**config.mk**
```make
export PLATFORM = sky130hd
export DESIGN_NAME = grid_walk_nfa_acceptor
export DESIGN_NICKNAME = d
export VERILOG_FILES = /design/src/hw/rtl/gwn_pkg.sv /design/src/hw/rtl/gwn_front.sv /design/src/hw/rtl/gwn_back.sv /design/src/hw/rtl/grid_walk_nfa_acceptor.sv
export SDC_FILE = /design/constraint.sdc
export NUM_CORES = 1
export LEC_CHECK = 0
export BUFFER_PORTS_ARGS = -buffer_cell sky130_fd_sc_hd__buf_2
export CAP_MARGIN = 10
export CELL_PAD_IN_SITES_DETAIL_PLACEMENT = 0
export CELL_PAD_IN_SITES_GLOBAL_PLACEMENT = 2
export CORE_MARGIN = 5
export CORE_UTILIZATION = 36
export CTS_CLUSTER_SIZE = 20
export DETAILED_ROUTE_END_ITERATION = 10
export MAX_ROUTING_LAYER = met4
export PLACE_DENSITY_LB_ADDON = 0.1
export SLEW_MARGIN = 5
export SYNTH_ARGS = -nofsm -noshare
export SYNTH_HDL_FRONTEND = slang
export SYNTH_SLANG_ARGS = --single-unit
```
**constraint.sdc**
```tcl
create_clock -name clk -period 2.2 [get_ports clk]
set_input_delay 0.33 -clock clk [delete_from_list [all_inputs] [get_ports clk]]
set_output_delay 0.33 -clock clk [all_outputs]
set_load 0.1 [all_outputs]
```
**src/hw/rtl/gwn_pkg.sv**
```systemverilog
`default_nettype none

package gwn_pkg;

    localparam int MAX_SIDE_DEF = 16;
    localparam int GRID_LAST_W  = 4;
    localparam int QUEUE_DEPTH  = 2;

    typedef enum logic {
        MOVE_X = 1'b0,
        MOVE_Y = 1'b1
    } move_t;

    typedef struct packed {
        move_t move;
        logic  last;
    } item_t;

    typedef struct packed {
        logic  valid;
        item_t item;
    } head_t;

endpackage

`default_nettype wire

```
**src/hw/rtl/gwn_front.sv**
```systemverilog
`default_nettype none

module gwn_front (
    input  wire logic          clk,
    input  wire logic          rst_n,
    input  wire logic          in_valid,
    output logic               in_stall,
    input  wire logic          symbol,
    input  wire logic          last,
    output gwn_pkg::head_t     head,
    input  wire logic          pop
);

    localparam int PW = $clog2(gwn_pkg::QUEUE_DEPTH);
    localparam int CW = $clog2(gwn_pkg::QUEUE_DEPTH + 1);

    gwn_pkg::item_t  queue_reg [gwn_pkg::QUEUE_DEPTH];
    logic [PW-1:0]   wr_ptr_reg, wr_ptr_next;
    logic [PW-1:0]   rd_ptr_reg, rd_ptr_next;
    logic [CW-1:0]   count_reg, count_next;
    gwn_pkg::item_t  item_in;
    logic            push;
    logic            do_pop;

    // classify the incoming symbol
    always_comb
    begin
        item_in.move = symbol ? gwn_pkg::MOVE_Y : gwn_pkg::MOVE_X;
        item_in.last = last;
    end

    assign in_stall = (count_reg == CW'(gwn_pkg::QUEUE_DEPTH));
    assign push     = in_valid && !in_stall;
    assign do_pop   = pop && (count_reg != '0);

    always_comb
    begin
        wr_ptr_next = wr_ptr_reg;
        rd_ptr_next = rd_ptr_reg;
        count_next  = count_reg;
        if (push)
        begin
            wr_ptr_next = (wr_ptr_reg == PW'(gwn_pkg::QUEUE_DEPTH - 1)) ? '0 : wr_ptr_reg + 1'b1;
        end
        if (do_pop)
        begin
            rd_ptr_next = (rd_ptr_reg == PW'(gwn_pkg::QUEUE_DEPTH - 1)) ? '0 : rd_ptr_reg + 1'b1;
        end
        case ({push, do_pop})
            2'b10:   count_next = count_reg + 1'b1;
            2'b01:   count_next = count_reg - 1'b1;
            default: count_next = count_reg;
        endcase
    end

    always_ff @(posedge clk or negedge rst_n)
    begin
        if (!rst_n)
        begin
            wr_ptr_reg <= '0;
            rd_ptr_reg <= '0;
            count_reg  <= '0;
        end
        else
        begin
            wr_ptr_reg <= wr_ptr_next;
            rd_ptr_reg <= rd_ptr_next;
            count_reg  <= count_next;
        end
    end

    always_ff @(posedge clk)
    begin
        if (push)
        begin
            queue_reg[wr_ptr_reg] <= item_in;
        end
    end

    assign head.valid = (count_reg != '0);
    assign head.item  = queue_reg[rd_ptr_reg];

endmodule

`default_nettype wire

```
**src/hw/rtl/gwn_back.sv**
```systemverilog
`default_nettype none

module gwn_back #(
    parameter int MaxSide = gwn_pkg::MAX_SIDE_DEF
) (
    input  wire logic                          clk,
    input  wire logic                          rst_n,
    input  wire gwn_pkg::head_t                head,
    output logic                               pop,
    input  wire logic                          cfg_write,
    input  wire logic [gwn_pkg::GRID_LAST_W-1:0] cfg_data,
    output logic                               out_valid,
    input  wire logic                          out_stall,
    output logic                               corner_reached,
    output logic                               verdict_valid
);

    localparam int NW = $clog2(MaxSide);
    localparam int CW = (NW > gwn_pkg::GRID_LAST_W) ? NW : gwn_pkg::GRID_LAST_W;

    logic [MaxSide-1:0][MaxSide-1:0] grid_reg, grid_next, grid_step;
    logic [MaxSide-1:0][MaxSide-1:0] grid_start;
    logic [NW-1:0]                   n_reg, n_next;
    logic [MaxSide-1:0]              in_range;
    logic                            out_valid_reg, out_valid_next;
    logic                            corner_reg, corner_next;
    logic                            verdict_reg, verdict_next;
    logic [CW-1:0]                   cfg_ext;

    // only cell (0,0) active
    always_comb
    begin
        grid_start       = '0;
        grid_start[0][0] = 1'b1;
    end

    // clamp grid_last (the last row and column index) to 1 .. MaxSide-1
    always_comb
    begin
        cfg_ext = CW'(cfg_data);
        if (cfg_ext == '0)
        begin
            n_next = NW'(1);
        end
        else if (cfg_ext > CW'(MaxSide - 1))
        begin
            n_next = NW'(MaxSide - 1);
        end
        else
        begin
            n_next = cfg_ext[NW-1:0];
        end
    end

    genvar r, c;
    generate
        for (r = 0; r < MaxSide; r++)
        begin : g_range
            assign in_range[r] = (NW'(r) <= n_reg);
        end
        for (r = 0; r < MaxSide; r++)
        begin : g_row
            for (c = 0; c < MaxSide; c++)
            begin : g_col
                logic lo_x, hi_x, lo_y, hi_y;
                if (c > 0)
                begin : g_lx
                    assign lo_x = grid_reg[r][c-1];
                end
                else
                begin : g_lx0
                    assign lo_x = 1'b0;
                end
                if (c < MaxSide - 1)
                begin : g_hx
                    assign hi_x = grid_reg[r][c+1];
                end
                else
                begin : g_hx0
                    assign hi_x = 1'b0;
                end
                if (r > 0)
                begin : g_ly
                    assign lo_y = grid_reg[r-1][c];
                end
                else
                begin : g_ly0
                    assign lo_y = 1'b0;
                end
                if (r < MaxSide - 1)
                begin : g_hy
                    assign hi_y = grid_reg[r+1][c];
                end
                else
                begin : g_hy0
                    assign hi_y = 1'b0;
                end
                assign grid_step[r][c] = in_range[r] && in_range[c] &&
                    ((head.item.move == gwn_pkg::MOVE_X) ? (lo_x | hi_x) : (lo_y | hi_y));
            end
        end
    endgenerate

    assign pop = head.valid && (!out_valid_reg || !out_stall);

    always_comb
    begin
        grid_next      = grid_reg;
        out_valid_next = out_valid_reg && out_stall;
        corner_next    = corner_reg;
        verdict_next   = verdict_reg;
        if (pop)
        begin
            grid_next      = head.item.last ? grid_start : grid_step;
            out_valid_next = 1'b1;
            corner_next    = grid_step[n_reg][n_reg];
            verdict_next   = head.item.last;
        end
        if (cfg_write)
        begin
            grid_next = grid_start;
        end
    end

    always_ff @(posedge clk or negedge rst_n)
    begin
        if (!rst_n)
        begin
            grid_reg      <= grid_start;
            n_reg         <= NW'(1);
            out_valid_reg <= 1'b0;
        end
        else
        begin
            grid_reg      <= grid_next;
            out_valid_reg <= out_valid_next;
            if (cfg_write)
            begin
                n_reg <= n_next;
            end
        end
    end

    always_ff @(posedge clk)
    begin
        corner_reg  <= corner_next;
        verdict_reg <= verdict_next;
    end

    assign out_valid      = out_valid_reg;
    assign corner_reached = corner_reg;
    assign verdict_valid  = verdict_reg;

endmodule

`default_nettype wire

```
**src/hw/rtl/grid_walk_nfa_acceptor.sv**
```systemverilog
// channel   signals                               width  transfer when
// in        in_valid in_stall symbol last         1+1    in_valid && !in_stall
// out       out_valid out_stall corner_reached    1+1    out_valid && !out_stall
//           verdict_valid
// cfg       cfg_valid cfg_ready cfg_data          4      cfg_valid && cfg_ready
//
// one symbol per cycle while in_stall is low; all cells of the grid update at once in the back end
// a symbol passes through the two-entry queue and then into the result register
// reset leaves only cell (0,0) active and grid_last at 1; a cfg transfer restarts the walk
// out_stall holds the result register; the queue absorbs the input side, in_stall when full
`default_nettype none

module grid_walk_nfa_acceptor #(
    parameter int MaxSide = gwn_pkg::MAX_SIDE_DEF
) (
    input  wire logic                            clk,
    input  wire logic                            rst_n,
    input  wire logic                            in_valid,
    output logic                                 in_stall,
    input  wire logic                            symbol,
    input  wire logic                            last,
    output logic                                 out_valid,
    input  wire logic                            out_stall,
    output logic                                 corner_reached,
    output logic                                 verdict_valid,
    input  wire logic                            cfg_valid,
    output logic                                 cfg_ready,
    input  wire logic [gwn_pkg::GRID_LAST_W-1:0] cfg_data
);

    gwn_pkg::head_t head;
    logic           pop;
    logic           cfg_write;

    assign cfg_ready = 1'b1;
    assign cfg_write = cfg_valid && cfg_ready;

    gwn_front u_front (
        .clk      (clk),
        .rst_n    (rst_n),
        .in_valid (in_valid),
        .in_stall (in_stall),
        .symbol   (symbol),
        .last     (last),
        .head     (head),
        .pop      (pop)
    );

    gwn_back #(
        .MaxSide (MaxSide)
    ) u_back (
        .clk            (clk),
        .rst_n          (rst_n),
        .head           (head),
        .pop            (pop),
        .cfg_write      (cfg_write),
        .cfg_data       (cfg_data),
        .out_valid      (out_valid),
        .out_stall      (out_stall),
        .corner_reached (corner_reached),
        .verdict_valid  (verdict_valid)
    );

endmodule

`default_nettype wire

```
* Yosys cells after proc, flatten, opt, wreduce, memory -nomap -nowiden *
Memories as Yosys holds them, arrays and structs flattened.
Index checks and enable logic that the tools add are counted.
Widths: inputs -> output; s select.

cells by class
  add/sub/neg operators = 4
  $mul = 0
  div/mod/pow operators = 0
  order comparisons = 18
  equality and inequality tests = 3
  shift operators = 0
  mux-type cells = 272
  bitwise gates (word level) = 448
  reduce and logical (&&, ||, !) cells = 388

operators by type and width
  operator             number
  $mux 256             3
  $or 1x1->1           448
  $logic_and 1x1->1    380
  $mux 1               263
  $bmux 16 s4          1
  $le 4x4->1 const A   8
  $le 3x4->1 const A   4
  $mux 16              1
  $le 1x4->1 const A   2
  $le 2x4->1 const A   2
  $mux 4               2
  $reduce_bool 2->1    3
  $lt 4x5->1 const B   1
  $bmux 1 s4           1
  $eq 2x2->1 const B   2
  $gt 4x4->1 const B   1
  $logic_not 4->1      1
  $pmux 2 s2           1
  $logic_not 1->1      3
  $add 1x1->1 const B  2
  $add 2x1->2 const B  1
  $eq 2x1->1 const B   1
  $sub 2x1->2 const B  1
  $logic_or 1x1->1     1

storage, ports and cells
  bits in registers = 267
  bits in latches = 0
  memory bits (writable) = 4
  bits in read-only memories = 0
  input port bits = 11
  logic and storage cells = 1157
  memories = 1

memories
  memory             words  width  read ports  clocked after memory_dff  wr ports  line             RTL
  u_front.queue_reg  2      2      1           0                         1         gwn_front.sv:17  gwn_pkg::item_t queue_reg [gwn_pkg::QUEUE_DEPTH];

* Logic depth before layout (Yosys ltp) *
Gate-level depths: netlist (run 1).

  word-level depth = 7
  mapped depth = 7

* Cells and area by module *
Synthesis (run 1) repeated with hierarchy kept, for this count alone.

unflattened totals
  cells, all modules = 1537
  area, all modules = 13848.3 µm²

by module, submodules not included
  module                  times used  cells an instance  area each (µm²)  seq. area each (µm²)
  gwn_back                1           1511               13495.4          6593.8
  gwn_front               1           24                 341.6            220.2
  grid_walk_nfa_acceptor  1           2                  11.3             0.0

* Worst setup path before layout (run 1) *
Ideal clock, no wire load.

  path type = reg-to-reg
  from = register u_back.out_valid_reg (netlist: u_back.out_valid)
  to = register u_back.grid_reg, in the netlist u_back.g_row[6].g_col[7].hi_y
  library setup time = 0.110 ns
  data arrival time = 2.288 ns
  data required time = 2.090 ns
  setup slack = -0.198 ns
  stages on the path, launching flop included = 8
  buffers on the path = 2
  cells stage by stage = dfrtp_1 -> o2bb2ai_1 -> inv_1 -> nor2_1 -> clkbuf_1 -> buf_1 -> nand2_1 -> o41ai_1

on the way
  cells in the longest elaborated chain, start to end = 4

RTL lines
  what                         line                          RTL
  start, declared              gwn_back.sv:25                logic out_valid_reg, out_valid_next;
  start signal, assigned       gwn_back.sv:136               out_valid_reg <= out_valid_next;
  $logic_not 1->1              gwn_back.sv:104               assign pop = head.valid && (!out_valid_reg || !out_stall);
  $logic_or 1x1->1             gwn_back.sv:104
  $logic_and 1x1->1            gwn_back.sv:104
  named net pop                grid_walk_nfa_acceptor.sv:32  logic pop;
  $reduce_bool 2->1 (no line)  -
  end signal, assigned         gwn_back.sv:129               grid_reg <= grid_start;
  end signal, assigned         gwn_back.sv:135               grid_reg <= grid_next;
  end, declared                gwn_back.sv:21                logic [MaxSide-1:0][MaxSide-1:0] grid_reg, grid_next, grid_step;

The timed path passes the listed nets, and every way through them passes these cells.
A chain may end at the register's enable or synchronous reset.

* Worst setup path in the final report (run 1) *
  from = register u_front.rd_ptr_reg
  to = register u_back.corner_reg (netlist: u_back.corner_reached), data pin

on the way
  cells in the longest elaborated chain, start to end = 7

RTL lines
  what                             line             RTL
  start, declared                  gwn_front.sv:19  logic [PW-1:0] rd_ptr_reg, rd_ptr_next;
  start signal, assigned           gwn_front.sv:67  rd_ptr_reg <= rd_ptr_next;
  $mem_v2 2x2 *                    -
  $mux 1                           gwn_back.sv:99   ((head.item.move == gwn_pkg::MOVE_X) ? (lo_x | hi_x) : (lo_y | hi_y));
  $logic_and 1x1->1                gwn_back.sv:98   assign grid_step[r][c] = in_range[r] && in_range[c] &&
  $bmux 16 s4 *                    gwn_back.sv:116  corner_next = grid_step[n_reg][n_reg];
  $mux 16 (implied by the code) *  gwn_back.sv:116
  $bmux 1 s4 *                     gwn_back.sv:116
  $mux 1 (implied by the code) *   gwn_back.sv:116
  end signal, assigned             gwn_back.sv:146  corner_reg <= corner_next;
  end, declared                    gwn_back.sv:26   logic corner_reg, corner_next;

Every way passes the cells marked *; elsewhere a longest branch is shown, timed or not. The select of a mux whose other input is x is not followed.

==> results of run 1 <==
-- report_power, final --
part | internal, mW | switching [mW] | leakage, nW | total [mW]
sequential | 5.38 | 0.582 | 3.72 | 5.96
clock | 3.36 | 2.19 | 0.532 | 5.55
combinational | 2.15 | 3.83 | 2.41 | 5.98
total | 10.9 | 6.61 | 6.67 | 17.5
-- synth_stat cells, types with 3 or more instances --
cell,count,area share (%)
buf_2,30,1.1
o41ai_1,5,0.33
xnor2_1,4,0.26
a32o_1,4,0.30
buf_6,6,0.51
or3_1,61,2.9
o31ai_1,189,11
dfrtp_1,263,49
buf_1,7,0.20
mux2i_1,8,0.60
nand2_1,261,7.4
clkbuf_1,65,1.8
o21ai_0,116,4.4
a21oi_1,3,0.11
a22o_1,3,0.20
nor2_1,19,0.54
o21ai_2,3,0.20
mux2_2,5,0.42
edfxtp_1,6,1.4
inv_1,4,0.11
nor3_1,386,14
-- final timing paths --
path,to,depth (start not counted),startpoint,slack (ps)
max,u_back.corner_reached,6,u_front.rd_ptr_reg,30
min,u_back.n_reg[3],3,cfg_data[3],60
max reg2reg,u_back.corner_reached,6,u_front.rd_ptr_reg,30
min reg2reg,u_front.wr_ptr_reg,1,u_front.wr_ptr_reg,500
max in group asynchronous,u_back.g_row[0].g_col[1].lo_x,3,rst_n,1220
min in group asynchronous,u_back.g_row[14].g_col[3].hi_y,2,rst_n,280
-- through the flow --
| step | util, % | power [mW] |
|---|---|---|
| after global placement | 39.16 | 11.95 |
| after global routing | 42.34 | 18.63 |
| after detailed placement | 39.16 | 12.02 |
| final | 42.34 | 17.50 |
| after CTS | 42.21 | 17.65 |
| after floorplan | - | 9.977 |
-- worst max-delay path, cell delays in order (launching register included) --
cell and delay (ps):
dfrtp_2 420, buf_4 140, mux2i_4 360, mux2_2 390
mux4_2 460, nand2b_1 80, a32oi_1 50
-- repair_timing --
action / CTS / global route
gates cloned: 0 / 2
setup endpoints to repair: 24 / 49
resized for setup: 1 / 6
hold buffers: 2 / 0
buffers inserted: 0 / 0
hold endpoints to repair: 29 / 0
-- logic make-up (layout without fill, tap and decap cells) --
family                   after synthesis  in the layout  synth area share (%)
AND/OR/NAND/NOR                      745            745                 26.45
adder cells (fa/ha/maj)                1              1               0.09387
multiplexers                          15             15                 1.305
XOR/XNOR                               5              5                0.3286
flip-flops                           271            271                 51.13
buffers and inverters                113            142                 3.831
other                                  1              1               0.02814
AO/OA/AOI/OAI                        333            335                 16.83
-- per-layer routing --
metal	global-route usage, %	vias to the layer above	wire [um]
li1	-	5490	-
met1	31.71	5954	21570
met2	33.56	169	21180
met3	2.567	53	1249
met4	5.335	0	842
met5	-	-	0
-- layout make-up --
type | instances | area share (%)
Tap cell | 468 | 3.778
Clock buffer | 57 | 6.780
Inverter | 4 | 0.09686
Sequential cell | 271 | 43.97
Timing Repair Buffer | 78 | 5.900
Clock inverter | 3 | 0.2583
Multi-Input combinational cell | 1102 | 39.21
==> results.md, run 1 <==
* Synth Warn # at 0
* PwrDens at 1129 mW/mm^2
* CP endpoint kind: flip-flop
* Maximum vdd ir drop at 0.6855 mV
* Routed Antenna Nets at 0
* Ys async rst share at 97.79%
* FF+latch area at 0.006817 sq mm
* Unrepaired setup endpoints after global routing: yes
* Max Freq at 460.9 MHz
* CTS Root Cell: clkbuf_16
* Worst-path clk slew at 60 ps
* H-tree depth at 2
* Max Buffers Root-to-Sink at 3
* Min Tclk post-route at 2170 ps
* Grt ovf at 0
* Post-synth EDFFs at 6
* Vias in the first global route at 11790
* Initial Util at 36.40%
* Largest net degree at the start of global routing at 145
* Die X at 202.4 um
* Slew Viols, Final at 0
* Hold WS at 56.02 ps
* Slew HR at 53.19%
* Starting DRT DRC Count at 898
* Initial antenna violation count at 1
* Max FFs per register at 208
* First-pass GRT wire length at 71930 um
* Commonest cells after routing, fill and taps aside: nor3_1 (386), nand2_1 (261), dfrtp_1 (261)
* Residual DRC at 0
* Syn Nets at 1496
* Die height at 202.4 um
* Post-DP HPWL at 27810 um
* Clk_lat worst skew at 520 ps
* Port bufs at 14
* Placed insts at 1919
* Wire per inst at 22.61 um
* Clock sink count at 271
* Placed Area at 0.01434 sq mm
* Area grow syn2layout at 16.32%
* Clk_skew at 11.71 ps
* Core area at 0.03661 sq mm
* FF+latch count, synth at 271
* Total negative setup slack at 0 ps
* Hold Vio Cnt, Final at 0
* Area used by multi-input combinational logic at 0.006078 sq mm
* Max-Cap Viols at 0
* Largest fanout on the critical path at 5
* Total wire length at 44850 um
* Nets at 1503
* Syn_area_per_cell at 8.980 sq um
* Fin crit share at 98.62%
* Top_reg_cell synth: dfrtp_1
* CP startpoint kind: flip-flop
* Commonest non-fill, non-tap cell in the layout: nor3_1
* Layout cells sized above 1 at 9.835%
* Syn Inst Count at 1484
* Final GP Congestion at 0.7911
* Post-synthesis sequential area ratio at 51.13%
* Vias per inst at 5.883
* CTS tree: done
* Status: finished clean
* # fillers at 3614
* WP data required at 2460 ps
* Min-Delay Path Class: input pin to flip-flop
* Routed vias at 11670
* Mapped cell area at 0.01333 sq mm
* DRT Pass-1 Iters at 5
* Setup violators final at 0
* Leakage at 6.667 nW
* Actual slew at the worst max-slew pin at 696.2 ps
* Number of diodes at 0
* Post-Layout Cell Count at 1983
* Tot GR Track Use at 22.05%
* Num CTS Buffers at 34
* Distinct cells, synth at 53
* Num rows at 70
* Critical Setup Path Class: flip-flop to flip-flop
* Die area at 0.04097 sq mm
* Final setup margin at 30.29 ps
* Post-route design area at 0.01550 sq mm
* Boundary pin count at 16
* Crit path DAT at 2430 ps
* Pre-CTS setup slack at -4.404 ps
Power figures use the tool's default switching activity.
==> run 2: changes to the inputs <==
--- a/config.mk
+++ b/config.mk
@@ -10,7 +10,7 @@
 export CELL_PAD_IN_SITES_DETAIL_PLACEMENT = 0
 export CELL_PAD_IN_SITES_GLOBAL_PLACEMENT = 2
 export CORE_MARGIN = 5
-export CORE_UTILIZATION = 36
+export CORE_UTILIZATION = 40
 export CTS_CLUSTER_SIZE = 20
 export DETAILED_ROUTE_END_ITERATION = 10
 export MAX_ROUTING_LAYER = met4
==> constraint.sdc (replaced) <==
create_clock -name clk -period 2.74 [get_ports clk]
set_input_delay 0.411 -clock clk [delete_from_list [all_inputs] [get_ports clk]]
set_output_delay 0.411 -clock clk [all_outputs]
set_load 0.1 [all_outputs]
==> results.md, run 2 (synthesis results as in run 1) <==
* Status: finished clean
* Die X at 192.5 um (-4.9%)
* Max-Cap Viols at 0 (unchanged)
* Vias per inst at 6.007 (+2.1%)
* CP endpoint kind: flip-flop
* Combinational share of power at 33.4% (-0.8 points)
* Num rows at 66 (-5.7%)
* Setup Buffers After CTS at 0 (unchanged)
* Worst Hold End: u_front.queue_reg[0][0]
* Crit path DAT at 2670 ps (+240 ps)
* Clk_skew at 9.928 ps (-1.778 ps)
* Critical path depth at 5 (-1)
* Boundary pin count at 16 (unchanged)
* Worst path bufs/invs at 0 (-1)
* Leakage at 6.474 nW (-2.9%)
* Sequential Power Share at 34.8% (+0.7 points)
* Core area at 0.03270 sq mm (-11%)
* Reg2Reg Setup Slack at 320 ps (+290 ps)
* Setup violators final at 0 (unchanged)
* Wire per inst at 20.95 um (-7.4%)
* Actual slew at the worst max-slew pin at 1000 ps (+303.9 ps)
* Die height at 192.5 um (-4.9%)
* Starting DRT DRC Count at 910 (+1.3%)
* Grt ovf at 0 (unchanged)
* Maximum vdd ir drop at 0.6017 mV (-12%)
* Routed Antenna Nets at 0 (unchanged)
* Commonest non-fill, non-tap cell in the layout: nor3_1
* Port bufs at 14 (unchanged)
* Nets at 1482 (-1.4%)
* Total wire length at 40450 um (-9.8%)
* Fin crit share at 88.43% (-10 points)
* Worst-path clk slew at 60 ps (about the same)
* Post-DP HPWL at 25020 um (-10%)
* Clock sink count at 271 (unchanged)
* Unrepaired setup endpoints after global routing: no
* GRT met2 Usage at 34.87% (+1.3 points)
* WHS Path Cells at 1 (-2)
* Most used routing layer: met2
* Tot GR Track Use at 22.95% (+0.90 points)
* Slowest-stage cell, CP: mux2_8
* Vias in the first global route at 11640 (-1.3%)
* Critical Setup Path Class: flip-flop to flip-flop
* Max FFs per register at 208 (unchanged)
* Min-Delay Path Class: input pin to flip-flop
* DRT Pass-1 Iters at 5 (unchanged)
* Slew HR at 33.32% (-20 points)
* Largest fanout on the critical path at 41 (+36)
* Reg-to-Reg Start: u_front.rd_ptr_reg
* Total power at 13.63 mW (-22%)
* CP startpoint kind: flip-flop
* Area grow syn2layout at 13.04%
* Sw Pwr at 5.165 mW (-22%)
* Clk_lat worst skew at 510 ps (about the same)
* Largest stage delay, worst path at 530 ps (+70 ps)
* Final GP Congestion at 0.8330 (+5.3%)
* Hold Vio Cnt, Final at 0 (unchanged)
* Worst Setup SP: u_front.rd_ptr_reg
* Worst path cell trace: mux2_8 -> nor3_1 -> nor3b_1 -> o311ai_0 -> a32oi_1
* FF-to-FF path depth at 5 (-1)
* Routed vias at 11600 (-0.57%)
* Largest net degree at the start of global routing at 85 (-41%)
* Max Buffers Root-to-Sink at 3 (unchanged)
* Layout cells sized above 1 at 8.333% (-1.5 points)
* Initial Util at 40.75% (+4.4 points)
* Pint at 8.468 mW (-22%)
* Met1 usage at 32.82% (+1.1 points)
* Num CTS Buffers at 35 (+2.9%)
* Max Freq at 412.7 MHz (-10%)
* CTS Root Cell: clkbuf_16
* Grt met3 use at 3.546% (+0.98 points)
* First-pass GRT wire length at 67670 um (-5.9%)
* Initial antenna violation count at 1 (unchanged)
* Slew Viols, Final at 0 (unchanged)
* H-tree depth at 2 (unchanged)
* CTS tree: done
* Residual DRC at 0 (unchanged)
* Total negative setup slack at 0 ps (unchanged)
* Reg-to-Reg End: u_back.corner_reached
* Commonest cells after routing, fill and taps aside: nor3_1 (386), dfrtp_1 (263), nand2_1 (261)
* PwrDens at 905.0 mW/mm^2 (-20%)
* Min Tclk post-route at 2423 ps (+253.2 ps)
* Clock share of power at 31.8% (about the same)
* Switching Share at 37.89% (+0.13 points)
* Crit path max-delay family: compound AO/OA/AOI/OAI gates
* Die area at 0.03707 sq mm (-9.5%)
* WP data required at 2980 ps (+520 ps)
* Min-delay src: last
## run 2: worst register-to-register path: cells and delay by family, from the launching register on
family,cells,cell delay [ps]
muxes,1,530
AOI/OAI and AO/OA,2,680
DFF,1,510
and+or+nand+nor,2,440
## run 2: layout make-up
cell class | instances | area, sq um
inverters | 4 | 15.01
flip-flops and latches | 271 | 6814
fillers | 3127 | 17640
clock inverters | 1 | 7.507
well taps | 442 | 553.0
diodes | 1 | 2.502
multi-input cells | 1100 | 6037
clock buffers | 54 | 1060
repair buffers | 58 | 575.6
## run 2: how the worst max path moves through the flow
stage                                      end  slack, ps
2_1_floorplan    u_back.g_row[0].g_col[6].hi_y        340
3_3_place_gp   u_back.g_row[13].g_col[13].hi_y        380
3_5_place_dp   u_back.g_row[13].g_col[12].hi_y        320
4_1_cts         u_back.g_row[13].g_col[7].hi_y        300
5_1_grt         u_back.g_row[13].g_col[4].hi_y        180
6_report                 u_back.corner_reached        320
## run 2: what timing repair did
action                                 CTS  global route
hold buffers                             1             0
endpoints found under the hold margin   62             0
resized for setup                        0             0
## run 2: power groups by stage
stage	Clock, mW	Combinational (mW)	Sequential [mW]
finish	4.33	4.55	4.75
global route	4.62	5.10	4.80
CTS	4.45	4.60	4.75
detailed placement	0	4.58	4.82
global placement	0	4.51	4.81
floorplan	0	3.25	4.76
## run 2: per-layer routing
layer / vias to the layer above / routed length (um)
li1: 5441 / -
met1: 5893 / 19400
met2: 220 / 18800
met3: 45 / 1630
met4: 0 / 616
met5: - / 0
## run 2: per-stage QoR
| stage | cells | util (%) | worst slack [ps] | hold slack (ps) | cell area, sq um |
|---|---|---|---|---|---|
| after floorplan | 1484 | - | 341.8 | 115.4 | 13330 |
| after global placement | 1874 | 42.76 | 380.6 | 423.8 | 13980 |
| after detailed placement | 1874 | 42.76 | 320.6 | 426.8 | 13980 |
| after CTS | 1930 | 46.06 | 299.6 | 73.69 | 15060 |
| after global routing | 1931 | 46.07 | 178.0 | 82.37 | 15060 |
| final | 1931 | 46.07 | 317.1 | 91.04 | 15060 |
